### src/hdl/mal_pkg.sv
// ----------------------------------------------------------------------------
// mal_pkg
// Shared types, character codes and character class helpers for the mail
// address list lexer.
// ----------------------------------------------------------------------------
package mal_pkg;

	// default ceiling of the comment nesting counter
	localparam int unsigned MAX_COMMENT_DEPTH_DEF = 255;

	// characters that steer the lexer
	localparam logic [7:0] CH_BSLASH = 8'h5C;
	localparam logic [7:0] CH_LPAREN = 8'h28;
	localparam logic [7:0] CH_RPAREN = 8'h29;
	localparam logic [7:0] CH_DQUOTE = 8'h22;
	localparam logic [7:0] CH_COMMA  = 8'h2C;
	localparam logic [7:0] CH_LANGLE = 8'h3C;
	localparam logic [7:0] CH_RANGLE = 8'h3E;
	localparam logic [7:0] CH_COLON  = 8'h3A;
	localparam logic [7:0] CH_SEMI   = 8'h3B;

	// one input item
	typedef struct packed {
		logic [7:0] ch;
		logic       last;
	} mal_in_t;

	// one result item
	typedef struct packed {
		logic [7:0] ch_out;
		logic       forwarded;
		logic       in_quotes;
		logic       is_escaped;
		logic [7:0] depth;
		logic       keep_decommented;
		logic       keep_despaced;
		logic       field_separator;
		logic       entry_end;
		logic       group_open;
		logic       group_found;
		logic       last_out;
	} mal_out_t;

	// single-bit lexer state (the comment level is kept apart, its width
	// follows the depth ceiling)
	typedef struct packed {
		logic escape_pending;
		logic quote_state;
		logic angle_open;
		logic group_state;
		logic colon_seen;
		logic semicolon_seen;
		logic entry_nonblank;
	} mal_flags_t;

	// Latin-1 whitespace: HT..CR, space, NEL, NBSP
	function automatic logic is_space(input logic [7:0] c);
		return (c == 8'h20) || (c >= 8'h09 && c <= 8'h0D) || (c == 8'h85) || (c == 8'hA0);
	endfunction

	// Latin-1 printable: space..tilde and NBSP upwards
	function automatic logic is_print(input logic [7:0] c);
		return (c >= 8'h20 && c <= 8'h7E) || (c >= 8'hA0);
	endfunction

endpackage

### src/hdl/mal_step.sv
// ----------------------------------------------------------------------------
// mal_step
// Per-byte update of the lexer: escape, quote and comment tracking, the two
// text filters, separator and entry detection, angle and group nesting.
// ----------------------------------------------------------------------------
module mal_step import mal_pkg::*; #(
	parameter int unsigned MAX_COMMENT_DEPTH = MAX_COMMENT_DEPTH_DEF,
	parameter int unsigned LVL_W             = $clog2(MAX_COMMENT_DEPTH + 1)
) (
	input  mal_in_t          item,
	input  mal_flags_t       flags,
	input  logic [LVL_W-1:0] level,
	input  logic             polarity,
	output mal_out_t         res,
	output mal_flags_t       flags_nxt,
	output logic [LVL_W-1:0] level_nxt
);

	localparam logic [LVL_W-1:0] MAX_LVL = LVL_W'(MAX_COMMENT_DEPTH);

	logic [7:0]       c;
	logic             sp;
	logic             esc;
	logic             q;
	logic             opened;
	logic             top;
	logic             eend;
	logic [LVL_W-1:0] lvl;
	logic [LVL_W-1:0] d;
	logic [LVL_W+7:0] d_ext;
	mal_flags_t       f;

	assign c  = item.ch;
	assign sp = is_space(c);

	// low byte of the depth as seen by the processors
	assign d_ext = {8'b0, d};

	always_comb begin
		f      = flags;
		lvl    = level;
		esc    = 1'b0;
		q      = flags.quote_state;
		d      = level;
		opened = 1'b0;
		top    = 1'b0;
		eend   = 1'b0;
		res    = '0;

		if (!flags.escape_pending && c == CH_BSLASH) begin
			// escape opener: swallowed, state held
			f.escape_pending = 1'b1;
			res.forwarded    = 1'b0;
		end else begin
			res.forwarded = 1'b1;
			esc           = flags.escape_pending;

			// opening paren and opening quote take effect at once
			if (c == CH_LPAREN && !esc && !flags.quote_state) begin
				if (level < MAX_LVL)
					lvl = level + LVL_W'(1);
			end else if (!flags.quote_state && c == CH_DQUOTE && !esc) begin
				f.quote_state = 1'b1;
				opened        = 1'b1;
			end
			q   = f.quote_state;
			d   = lvl;
			top = (lvl == '0) && !esc;

			// comment and whitespace filters
			res.keep_decommented = (lvl == '0) && (q || (is_print(c) == polarity));
			res.keep_despaced    = !sp || q || esc || (lvl != '0);

			// separator, angle and group nesting
			if (c == CH_COMMA && !flags.group_state && !q && top) begin
				res.field_separator = 1'b1;
				eend                = flags.entry_nonblank;
				f.entry_nonblank    = 1'b0;
			end else begin
				if (!sp)
					f.entry_nonblank = 1'b1;
				if (c == CH_LANGLE && !flags.angle_open && !q && top)
					f.angle_open = 1'b1;
				else if (c == CH_RANGLE && flags.angle_open && !q && top)
					f.angle_open = 1'b0;
				else if (c == CH_COLON && !flags.group_state && !flags.angle_open && top)
					f.group_state = 1'b1;
				else if (c == CH_SEMI && flags.group_state && !flags.angle_open && top)
					f.group_state = 1'b0;
			end

			// group specifier detector, quote aware
			if (c == CH_COLON && !flags.colon_seen && !q && top)
				f.colon_seen = 1'b1;
			else if (c == CH_SEMI && !flags.semicolon_seen && flags.colon_seen && !q && top)
				f.semicolon_seen = 1'b1;

			// closing paren and closing quote take effect after the byte
			if (c == CH_RPAREN && !esc && !f.quote_state && lvl != '0)
				lvl = lvl - LVL_W'(1);
			else if (f.quote_state && c == CH_DQUOTE && !opened && !esc)
				f.quote_state = 1'b0;

			f.escape_pending = 1'b0;
		end

		res.ch_out      = c;
		res.in_quotes   = q;
		res.is_escaped  = esc;
		res.depth       = d_ext[7:0];
		res.entry_end   = eend;
		res.group_open  = f.group_state;
		res.group_found = f.semicolon_seen;
		res.last_out    = item.last;

		// end of string: close the pending entry and start afresh
		if (item.last) begin
			if (f.entry_nonblank)
				res.entry_end = 1'b1;
			f   = '0;
			lvl = '0;
		end
	end

	assign flags_nxt = f;
	assign level_nxt = lvl;

endmodule

### src/hdl/mail_address_list_lexer.sv
// ----------------------------------------------------------------------------
// mail_address_list_lexer
// Tokenizer for a mail address list header. Takes one Latin-1 byte per
// transfer and returns exactly one result per byte, in order: the byte, its
// quote, escape and comment state, keep flags for comment-removed and
// whitespace-removed text, top-level comma and entry-end marks, and group
// nesting and detection. A new byte is taken every cycle unless the output is
// stalled; each byte passes an input register and then a result register
// before its result is offered. All lexer state returns to reset after the
// byte marked last; the polarity register is kept.
// ----------------------------------------------------------------------------
module mail_address_list_lexer import mal_pkg::*; #(
	parameter int unsigned MAX_COMMENT_DEPTH = MAX_COMMENT_DEPTH_DEF
) (
	input  logic     clk,
	input  logic     arst_n,
	// byte stream
	input  logic     src_valid,
	output logic     src_stall,
	input  mal_in_t  src_item,
	// results
	output logic     res_valid,
	input  logic     res_stall,
	output mal_out_t res_item,
	// polarity register write
	input  logic     cfg_valid,
	output logic     cfg_ready,
	input  logic     cfg_data
);

	localparam int unsigned LVL_W = $clog2(MAX_COMMENT_DEPTH + 1);

	logic             valid_s1;
	mal_in_t          item_s1;
	logic             out_free;
	logic             adv;
	logic             polarity_q;
	mal_flags_t       flags_q;
	mal_flags_t       flags_nxt;
	logic [LVL_W-1:0] level_q;
	logic [LVL_W-1:0] level_nxt;
	mal_out_t         res_nxt;

	// handshake: result register free or being drained
	assign out_free  = !res_valid || !res_stall;
	assign adv       = valid_s1 && out_free;
	assign src_stall = valid_s1 && !out_free;
	assign cfg_ready = 1'b1;

	// input register
	always_ff @(posedge clk or negedge arst_n) begin
		if (!arst_n) begin
			valid_s1 <= 1'b0;
		end else if (!src_stall) begin
			valid_s1 <= src_valid;
		end
	end

	always_ff @(posedge clk) begin
		if (src_valid && !src_stall)
			item_s1 <= src_item;
	end

	// per-byte update
	mal_step #(
		.MAX_COMMENT_DEPTH(MAX_COMMENT_DEPTH),
		.LVL_W            (LVL_W)
	) u_step (
		.item     (item_s1),
		.flags    (flags_q),
		.level    (level_q),
		.polarity (polarity_q),
		.res      (res_nxt),
		.flags_nxt(flags_nxt),
		.level_nxt(level_nxt)
	);

	// lexer state, updated once per byte
	always_ff @(posedge clk or negedge arst_n) begin
		if (!arst_n) begin
			flags_q <= '0;
			level_q <= '0;
		end else if (adv) begin
			flags_q <= flags_nxt;
			level_q <= level_nxt;
		end
	end

	// polarity register
	always_ff @(posedge clk or negedge arst_n) begin
		if (!arst_n) begin
			polarity_q <= 1'b1;
		end else if (cfg_valid && cfg_ready) begin
			polarity_q <= cfg_data;
		end
	end

	// result register
	always_ff @(posedge clk or negedge arst_n) begin
		if (!arst_n) begin
			res_valid <= 1'b0;
		end else if (out_free) begin
			res_valid <= valid_s1;
		end
	end

	always_ff @(posedge clk) begin
		if (adv)
			res_item <= res_nxt;
	end

	// checks
	a_last_clears: assert property (@(posedge clk) disable iff (!arst_n)
		(adv && item_s1.last) |=> (flags_q == '0 && level_q == '0))
		else $error("lexer state not cleared after last byte");

	a_sep_top: assert property (@(posedge clk) disable iff (!arst_n)
		(res_valid && res_item.field_separator) |->
		(res_item.depth == 8'd0 && !res_item.in_quotes && !res_item.is_escaped))
		else $error("separator flagged inside quotes, comment or escape");

	a_swallow: assert property (@(posedge clk) disable iff (!arst_n)
		(res_valid && !res_item.forwarded) |->
		(!res_item.keep_despaced && !res_item.keep_decommented && !res_item.field_separator))
		else $error("escape opener marked as kept");

	a_stall_full: assert property (@(posedge clk) disable iff (!arst_n)
		src_stall |-> (valid_s1 && res_valid))
		else $error("input stalled with a free stage");

endmodule
### config.mk
export PLATFORM = sky130hd
export DESIGN_NAME = mail_address_list_lexer
export DESIGN_NICKNAME = d
export VERILOG_FILES = /design/src/hdl/mal_pkg.sv /design/src/hdl/mal_step.sv /design/src/hdl/mail_address_list_lexer.sv
export SDC_FILE = /design/constraint.sdc
export NUM_CORES = 1
export LEC_CHECK = 0
export BUFFER_PORTS_ARGS = -buffer_cell sky130_fd_sc_hd__buf_2
export CORE_ASPECT_RATIO = 1.1
export CORE_MARGIN = 2
export CORE_UTILIZATION = 55
export CTS_BUF_LIST = sky130_fd_sc_hd__clkbuf_2 sky130_fd_sc_hd__clkbuf_4 sky130_fd_sc_hd__clkbuf_8
export DETAILED_ROUTE_END_ITERATION = 8
export PLACE_DENSITY = 0.82
export SKIP_CTS_REPAIR_TIMING = 1
export SLEW_MARGIN = 20
export SYNTH_ARGS = -nofsm -noshare
export SYNTH_HDL_FRONTEND = slang
export SYNTH_SLANG_ARGS = --single-unit
### constraint.sdc
create_clock -name clk -period 4.5 [get_ports clk]
set_clock_uncertainty 0.1 [all_clocks]
set_input_delay 0.45 -clock clk [delete_from_list [all_inputs] [get_ports clk]]
set_output_delay 0.45 -clock clk [all_outputs]
set_load 0.005 [all_outputs]
==> results.toml, run 1 <==
[run_status]
outcome = "completed"

[timing]
min_period_ns = 3.55
tightest_slew_ns = 0.973
fmax_mhz = 282
finalMaxSlewViolations = 0
rsz0062_at_grt = "false"
final-hold-violation-count = 0
finalCritPeriodShare_pct = 78.9
setup-violations-final = 0
setup_tns_ns = 0
relSlewSlack_pct = 34.7

[worst_setup_path]
worstRegToRegCells = 9
path_buf_inv = 0
critPathArrivalTime_ns = 3.51
regToRegEndpoint = "res_item[3]$_DFFE_PP_"
crit_required_ns = 4.46
slowest_stage = "edfxtp_1"
cp_cell_sequence = "nor4b_2 > nand3_1 > nor2_1 > mux2i_1 > ha_1 > nand3_2 > nor4_2 > nor3_1 > o22a_1"
crit_path_start_kind = "flip-flop"
cp-end-kind = "flip-flop"
cp_max_fo = 10
crit_family = "simple AND/OR/NAND/NOR gates"
rr_startpoint = "item_s1[6]$_DFFE_PP_"
max_stage_delay_ns = 0.55
r2r_slack_ns = 0.95
crit_type = "flip-flop to flip-flop"

[floorplanning]
io_pins = 44
die_area_mm2 = 0.00544
initial_utilization_pct = 57.5
fp.dieW_um = 70.5
row_count = 26
core_mm2 = 0.00465
die_h_um = 77.2

[synth]
synth_nets = 250
yosys_most_used_dff = "edfxtp_1"
synth.avg_cell_area_um2 = 11.5
syn_area_mm2 = 0.00268
seq_area_frac_synth_pct = 56.1
synth_edf_count = 35
synth_cell_types = 60
syn_inst = 233
synth_warnings = 0
synthArstFlopShare_pct = 34.0
ys_seq_elements = 53

[finish]
drive_gt1_share_pct = 24.4
final_util_pct = 65.1
nNetsFinal = 291
nFillCells = 379
area_growth_pct = 13.2
fin_area_mm2 = 0.00303
diodes = 0

[global_route]
grt_overflow = 0
globalRouteTotalUtil_pct = 22.4
grt_antenna_before_repair = 0
grt_pass1_vias = 1932
grt_first_pass_wirelength_um = 9480
grt_max_degree = 34

[drt]
routed_wl_um = 5710
vias = 2042
viasPerCell = 6.17
drt_pre_antenna_iters = 4
ant_nets = 0
drc = 0
initialDrtViolationCount = 281
post_drt_wl_per_cell_um = 17.3

[clock_tree]
cts_tree = "built"
path_clk_slew_ns = 0.09
worstSkewPairLatency_ns = 0.30
cts_buffers = 5
cts.sinks = 53
clockBufferDepth = 2
cts.htree.levels = 2
root_buffer = "clkbuf_8"

[power]
cellPowerDensity_mw_per_mm2 = 315
ir_drop_mv = 0.173
p_leak_nw = 1.22

[placement]
placed_area_mm2 = 0.00292
place.gp.congestion = 0.896
dp_hpwl_um = 3990
portBuffers = 42

[hold_path]
whs_path_depth = 1
hold_path.startpoint = "src_item[5]"
min_delay_worst_endpoint = "item_s1[5]$_DFFE_PP_"
min_path_type = "primary input to flip-flop"

[job]
maxCapViolations = 0
[sequential cells by signal, indices dropped and copies added (netlist names)]
| signal | cells |
|---|---|
| level_q | 8 |
| polarity_q | 1 |
| item_s1 | 9 |
| res_valid | 1 |
| flags_q | 7 |
| valid_s1 | 1 |
| res_item | 26 |
[per-layer routing]
layer / up-vias / global-route usage [%] / share of wire, %
met4: 0 / 9.62 / 2.7
li1: 965 / - / -
met2: 96 / 35.5 / 48
met3: 18 / 4.20 / 7.1
met5: - / 0 / 0
met1: 963 / 30.1 / 42
[power breakdown]
part | internal, mW | leakage (nW) | switching (mW)
Sequential | 0.554 | 0.572 | 0.0241
Clock | 0.139 | 0.0542 | 0.152
Combinational | 0.0341 | 0.596 | 0.0512
Total | 0.727 | 1.22 | 0.227
[worst register-to-register path: cells and delay by family, from the launching register on]
family,cells,cell delay (ns)
adder cells (fa/ha/maj),1,0.27
AND/OR/NAND/NOR,6,1.83
AO/OA/AOI/OAI,1,0.23
multiplexers,1,0.33
flip-flops,1,0.55
[kinds of logic (layout without fill, tap and decap cells)]
logic type               count (synthesis)  after routing  synth area share, %
other                                    1              1                0.140
multiplexers                             8              8                 3.09
AO/OA/AOI/OAI                           44             44                 11.9
adder cells (fa/ha/maj)                  2              2                0.935
buffers and inverters                   20             62                 3.09
AND/OR/NAND/NOR                         96             96                 21.8
flip-flops                              53             53                 56.1
XOR/XNOR                                 9              9                 2.95
[how the worst max path moves through the flow]
stage / cells after the start / endpoint / from
after floorplan: 7 / res_item[2]$_DFFE_PP_ / item_s1[3]$_DFFE_PP_
after global placement: 7 / res_item[3]$_DFFE_PP_ / item_s1[3]$_DFFE_PP_
after detailed placement: 9 / res_item[3]$_DFFE_PP_ / flags_q[6]$_DFFE_PN0P_
after CTS: 9 / res_item[3]$_DFFE_PP_ / flags_q[6]$_DFFE_PN0P_
after global routing: 9 / res_item[3]$_DFFE_PP_ / item_s1[6]$_DFFE_PP_
final: 9 / res_item[3]$_DFFE_PP_ / item_s1[6]$_DFFE_PP_
[stage by stage]
stage | power, mW | hold WS (ns) | setup WS [ns] | instances
6_report | 0.955 | 0.215 | 0.948 | 331
5_1_grt | 0.987 | 0.204 | 0.611 | 331
4_1_cts | 0.957 | -0.0163 | 1.01 | 330
3_5_place_dp | 0.673 | 0.317 | 1.02 | 322
3_3_place_gp | 0.667 | 0.314 | 1.19 | 322
2_1_floorplan | 0.629 | 0.0544 | 1.40 | 233
[cells in the mapped netlist (2+ instances only)]
library cell / count / area, um^2
a21oi_1: 7 / 35.0
and2_1: 2 / 12.5
and3_1: 2 / 12.5
and3b_1: 2 / 17.5
buf_2: 3 / 15.0
clkbuf_1: 6 / 22.5
dfrtp_1: 17 / 425
edfxtp_1: 35 / 1050
ha_1: 2 / 25.0
inv_1: 9 / 33.8
mux2i_1: 6 / 60.1
nand2_1: 20 / 75.1
nand2b_1: 5 / 31.3
nand3_1: 9 / 45.0
nand4_1: 3 / 18.8
nor2_1: 7 / 26.3
nor2b_1: 4 / 25.0
nor3_1: 12 / 60.1
nor4_1: 6 / 37.5
nor4_2: 4 / 50.1
nor4b_1: 4 / 35.0
o211ai_1: 2 / 15.0
o21a_1: 3 / 22.5
o21ai_0: 9 / 45.0
o21ai_1: 7 / 35.0
or2_2: 2 / 12.5
or3_1: 3 / 18.8
or4_1: 2 / 15.0
or4b_1: 2 / 20.0
xnor2_1: 5 / 43.8
xor2_1: 4 / 35.0
[layout by cell type (no fill, tap or decap), drive strengths merged, types with 3 or more instances in the layout]
master / instances
nor4b: 5
a21oi: 8
nand4: 3
mux2i: 6
or3: 3
o21ai: 16
edfxtp: 35
xnor2: 5
inv: 10
o21a: 3
nand2b: 5
nor2b: 4
clkbuf: 7
xor2: 4
buf: 43
nor3: 12
dfrtp: 17
nand2: 20
nand3: 10
nor2: 7
nor4: 10
[layout make-up]
cell class | count | area, um^2 | share of cell area (%)
Tap cell | 56 | 70.1 | 2.31
Clock buffer | 7 | 96.3 | 3.18
Multi-Input combinational cell | 160 | 1090 | 36.0
Sequential cell | 53 | 1500 | 49.6
Inverter | 10 | 37.5 | 1.24
Timing Repair Buffer | 44 | 228 | 7.51
Clock inverter | 1 | 5.00 | 0.165
No activity file was read; power rests on OpenSTA's default activity.
==> run 2: changes to the inputs <==
Clock period 4.5 ns to 3.4 ns, I/O delays scaled along.
==> results.toml, run 2 (same netlist as run 1, synthesis figures left out) <==
[run_status]
outcome = "completed"

[worst_setup_path]
max_stage_delay_ns = 0.69
critPathArrivalTime_ns = 3.42
cp_max_fo = 6
path_buf_inv = 1
slowest_stage = "or4b_1"
crit_type = "flip-flop to flip-flop"
crit_path_start_kind = "flip-flop"
cp_cell_sequence = "or4b_1 > nor4_2 > mux2i_1 > o211ai_1 > buf_4 > nor4_2 > a41o_1 > o221a_2"
crit_top_cell = "nor4_2"
crit_required_ns = 3.55
crit_family = "simple AND/OR/NAND/NOR gates"
cp-end-kind = "flip-flop"

[floorplanning]
fp.dieW_um = 70.5
io_pins = 44
die_h_um = 77.2
core_mm2 = 0.00465
initial_utilization_pct = 57.5
die_area_mm2 = 0.00544
row_count = 26

[finish]
diodes = 0
fin_area_mm2 = 0.00318
largest_reg_flops = 26
top_register = "res_item"
final_util_pct = 68.4
drive_gt1_share_pct = 29.7
layout_common_cells = "buf_2 (42), edfxtp_1 (35), nand2_1 (20), dfrtp_1 (17), buf_4 (16)"
top_regs = "res_item x26, item_s1 x9, level_q x8"
final_common_cell = "buf_2"
area_growth_pct = 18.9
nNetsFinal = 306
stdcell_count = 346

[clock_tree]
path_clk_slew_ns = 0.09
cts.htree.levels = 2
cts_tree = "built"
worstSkewPairLatency_ns = 0.31
root_buffer = "clkbuf_8"
cts_buffers = 5
clockBufferDepth = 2
cts.sinks = 53

[drt]
drt_pre_antenna_iters = 5
initialDrtViolationCount = 238
ant_nets = 0
vias = 2154
post_drt_wl_per_cell_um = 17.9
viasPerCell = 6.23
routed_wl_um = 6200
drc = 0

[timing]
finalCritPeriodShare_pct = 96.4
final-hold-violation-count = 0
min_period_ns = 3.28
finalMaxSlewViolations = 0
relSlewSlack_pct = 33.9
hold_ws_ns = 0.103
fmax_mhz = 305
tightest_slew_ns = 0.984
setup-violations-final = 0
setup_tns_ns = 0

[power]
cellPowerDensity_mw_per_mm2 = 415
ir_drop_mv = 0.353
p_leak_nw = 1.31

[placement]
place.gp.congestion = 0.916
placed_area_mm2 = 0.00302
place_inst = 336
portBuffers = 42
dp_hpwl_um = 4380

[global_route]
grt_max_degree = 33
grt_antenna_before_repair = 0
globalRouteTotalUtil_pct = 23.3
grt_first_pass_wirelength_um = 9780
grt_overflow = 0
grt_pass1_vias = 2016

[job]
maxCapViolations = 0

[hold_path]
min_path_type = "primary input to flip-flop"
-- run 2: changes by cell type in the layout (fill, tap and decap cells not counted), sizes merged --
cell / before / now
buf: 43 / 58
bufinv: 0 / 1
clkbuf: 7 / 6
-- run 2: final cells by class --
type	instances	area, um^2
Fill cell	330	1470
Timing Repair Buffer	59	340
Inverter	10	37.5
Sequential cell	53	1500
Tap cell	56	70.1
Clock buffer	6	76.3
Multi-Input combinational cell	160	1120
Clock inverter	2	35.0
-- run 2: metrics by stage --
stage,power [mW],worst slack [ns]
2_1_floorplan,0.833,0.297
3_3_place_gp,0.895,0.223
3_5_place_dp,0.901,0.0745
4_1_cts,1.32,-0.0217
5_1_grt,1.37,-0.00914
6_report,1.32,0.124
-- run 2: worst paths after layout --
check,end,slack (ns),startpoint,cells after the start
max in group asynchronous,polarity_q$_DFFE_PN1P_,2.44,arst_n,2
min,item_s1[0]$_DFFE_PP_,0.10,src_item[0],1
min in group asynchronous,level_q[7]$_DFFE_PN0P_,0.41,arst_n,2
min reg2reg,flags_q[0]$_DFFE_PN0P_,0.40,flags_q[0]$_DFFE_PN0P_,1
max reg2reg,flags_q[1]$_DFFE_PN0P_,0.12,item_s1[5]$_DFFE_PP_,8
max,flags_q[1]$_DFFE_PN0P_,0.12,item_s1[5]$_DFFE_PP_,8
-- run 2: worst register-to-register path, stage by stage (launching register included) --
cell and delay, ns:
edfxtp_1 0.52, or4b_1 0.69, nor4_2 0.33, mux2i_1 0.39, o211ai_1 0.15, buf_4 0.20, nor4_2 0.41, a41o_1 0.26
o221a_2 0.18
-- run 2: report_power, final --
group / switching [mW] / internal [mW] / total (mW)
logic: 0.0780 / 0.0568 / 0.135
clock network: 0.200 / 0.227 / 0.427
registers: 0.0268 / 0.733 / 0.759
-- run 2: per-layer routing --
layer  GRT usage, %  vias up  part of all wire, %
met5              0        -                    0
met3           4.99       17                  8.3
met4           11.2        0                  3.1
met1           30.3     1029                   40
met2           37.0      111                   49
li1               -      997                    -
==> run 3: changes to the inputs <==
Settings changed: CORE_UTILIZATION 55 to 53, PLACE_DENSITY 0.82 to 0.83, REMOVE_ABC_BUFFERS from default to 1.
Clock period 3.4 ns to 2.94 ns, I/O delays scaled along.
==> results.toml, run 3 (same netlist as run 1, synthesis figures left out) <==
[finish]
top_regs = "res_item x26, item_s1 x9, level_q x8"
nNetsFinal = 334
largest_reg_flops = 26
area_growth_pct = 31.0
top_register = "res_item"
fin_area_mm2 = 0.00351
drive_gt1_share_pct = 39.0
final_util_pct = 71.1
diodes = 0
layout_common_cells = "buf_2 (42), buf_4 (42), edfxtp_1 (35), nand2_1 (20), dfrtp_1 (16)"

[global_route]
globalRouteTotalUtil_pct = 23.8
grt_pass1_vias = 2136
grt_max_degree = 19
grt_first_pass_wirelength_um = 10400
grt_antenna_before_repair = 0
grt_overflow = 0

[drt]
ant_nets = 0
initialDrtViolationCount = 256
drt_pre_antenna_iters = 4
routed_wl_um = 7120
vias = 2314
viasPerCell = 6.15
post_drt_wl_per_cell_um = 18.9
drc = 0

[power]
power.internal_mw = 1.12
cellPowerDensity_mw_per_mm2 = 428
fin_total_pwr_mw = 1.50
p_comb_share_pct = 12.3
sw_frac_of_total_pct = 25.3
p_sw_uw = 380
clock_power_share_pct = 29.7
p_seq_share_pct = 58.1
ir_drop_mv = 0.335
p_leak_nw = 1.48

[timing]
relSlewSlack_pct = 55.1
tightest_slew_ns = 0.665
setup_tns_ns = -0.273
fmax_mhz = 329
rsz0062_at_grt = "true"
final-hold-violation-count = 0
min_period_ns = 3.04
finalCritPeriodShare_pct = 103
setup_slack_ns = -0.0952
setup-violations-final = 6
finalMaxSlewViolations = 0

[hold_path]
min_delay_worst_endpoint = "item_s1[0]$_DFFE_PP_"
min_path_type = "primary input to flip-flop"
whs_path_depth = 1
hold_path.startpoint = "src_item[0]"

[worst_setup_path]
rr_startpoint = "flags_q[6]$_DFFE_PN0P_"
crit_path_start_kind = "flip-flop"
r2r_slack_ns = -0.1
worstRegToRegCells = 7
crit_type = "flip-flop to flip-flop"
crit_required_ns = 2.91
regToRegEndpoint = "res_item[2]$_DFFE_PP_"
critPathArrivalTime_ns = 3.01
cp_max_fo = 5
cp-end-kind = "flip-flop"

[placement]
dp_hpwl_um = 4470
portBuffers = 42
placed_area_mm2 = 0.00318
place.gp.congestion = 0.898

[clock_tree]
path_clk_slew_ns = 0.10
cts_tree = "built"
cts_buffers = 5
clockBufferDepth = 2
cts.sinks = 53
root_buffer = "clkbuf_8"
worstSkewPairLatency_ns = 0.32
cts.htree.levels = 2

[floorplanning]
initial_utilization_pct = 54.3
io_pins = 44
die_h_um = 78.5
die_area_mm2 = 0.00563
row_count = 27
fp.dieW_um = 71.8
core_mm2 = 0.00493

[job]
maxCapViolations = 0

[run_status]
violations = "negative setup slack"
outcome = "complete, but fails checks"
[run 3: how the worst max path moves through the flow]
stage,from,end,slack [ns],cells after the start
after global placement,item_s1[3]$_DFFE_PP_,res_item[2]$_DFFE_PP_,0.03,8
after detailed placement,item_s1[3]$_DFFE_PP_,res_item[3]$_DFFE_PP_,-0.09,9
final,flags_q[6]$_DFFE_PN0P_,res_item[2]$_DFFE_PP_,-0.1,7
after CTS,item_s1[3]$_DFFE_PP_,res_item[3]$_DFFE_PP_,-0.12,9
after floorplan,item_s1[3]$_DFFE_PP_,res_item[2]$_DFFE_PP_,-0.16,6
after global routing,flags_q[6]$_DFFE_PN0P_,flags_q[1]$_DFFE_PN0P_,-0.18,8
[run 3: per-layer routing]
metal  vias up  wire length (um)  part of all wire (%)  track usage [%]
met4         0               250                   3.5             10.0
li1       1045                 -                     -                -
met2       125              3580                    50             40.7
met1      1118              2860                    40             30.0
met3        26               442                   6.2             3.47
met5         -                 0                     0                0
[run 3: worst max-delay path, stage by stage, from the launching register on]
cell and delay [ns]:
dfrtp_1 0.44, or4b_4 0.64, nor4_4 0.32, mux2i_1 0.29, o211ai_1 0.24, buf_4 0.22, nor3_4 0.21, mux2_4 0.32
[run 3: power groups by stage]
stage | Clock, mW | Combinational [mW] | Sequential (mW)
floorplan | 0 | 0.0646 | 0.893
global placement | 0 | 0.156 | 0.885
detailed placement | 0 | 0.158 | 0.889
CTS | 0.447 | 0.159 | 0.872
global route | 0.480 | 0.201 | 0.876
finish | 0.446 | 0.185 | 0.872
[run 3: layout make-up]
type	count	area, um^2
clock buffer	6	82.6
tap	58	72.6
timing repair buffer	87	558
inverter	10	37.5
sequential	53	1500
multi-input combinational	160	1240
clock inverter	2	16.3
fill	313	1430
[run 3: per-stage QoR]
step | hold WS, ns | std cells | setup slack [ns]
final | 0.0392 | 376 | -0.0952
after global routing | 0.0347 | 376 | -0.177
after CTS | -0.177 | 367 | -0.121
after detailed placement | 0.172 | 359 | -0.0854
after global placement | 0.163 | 359 | 0.0300
after floorplan | -0.102 | 223 | -0.160
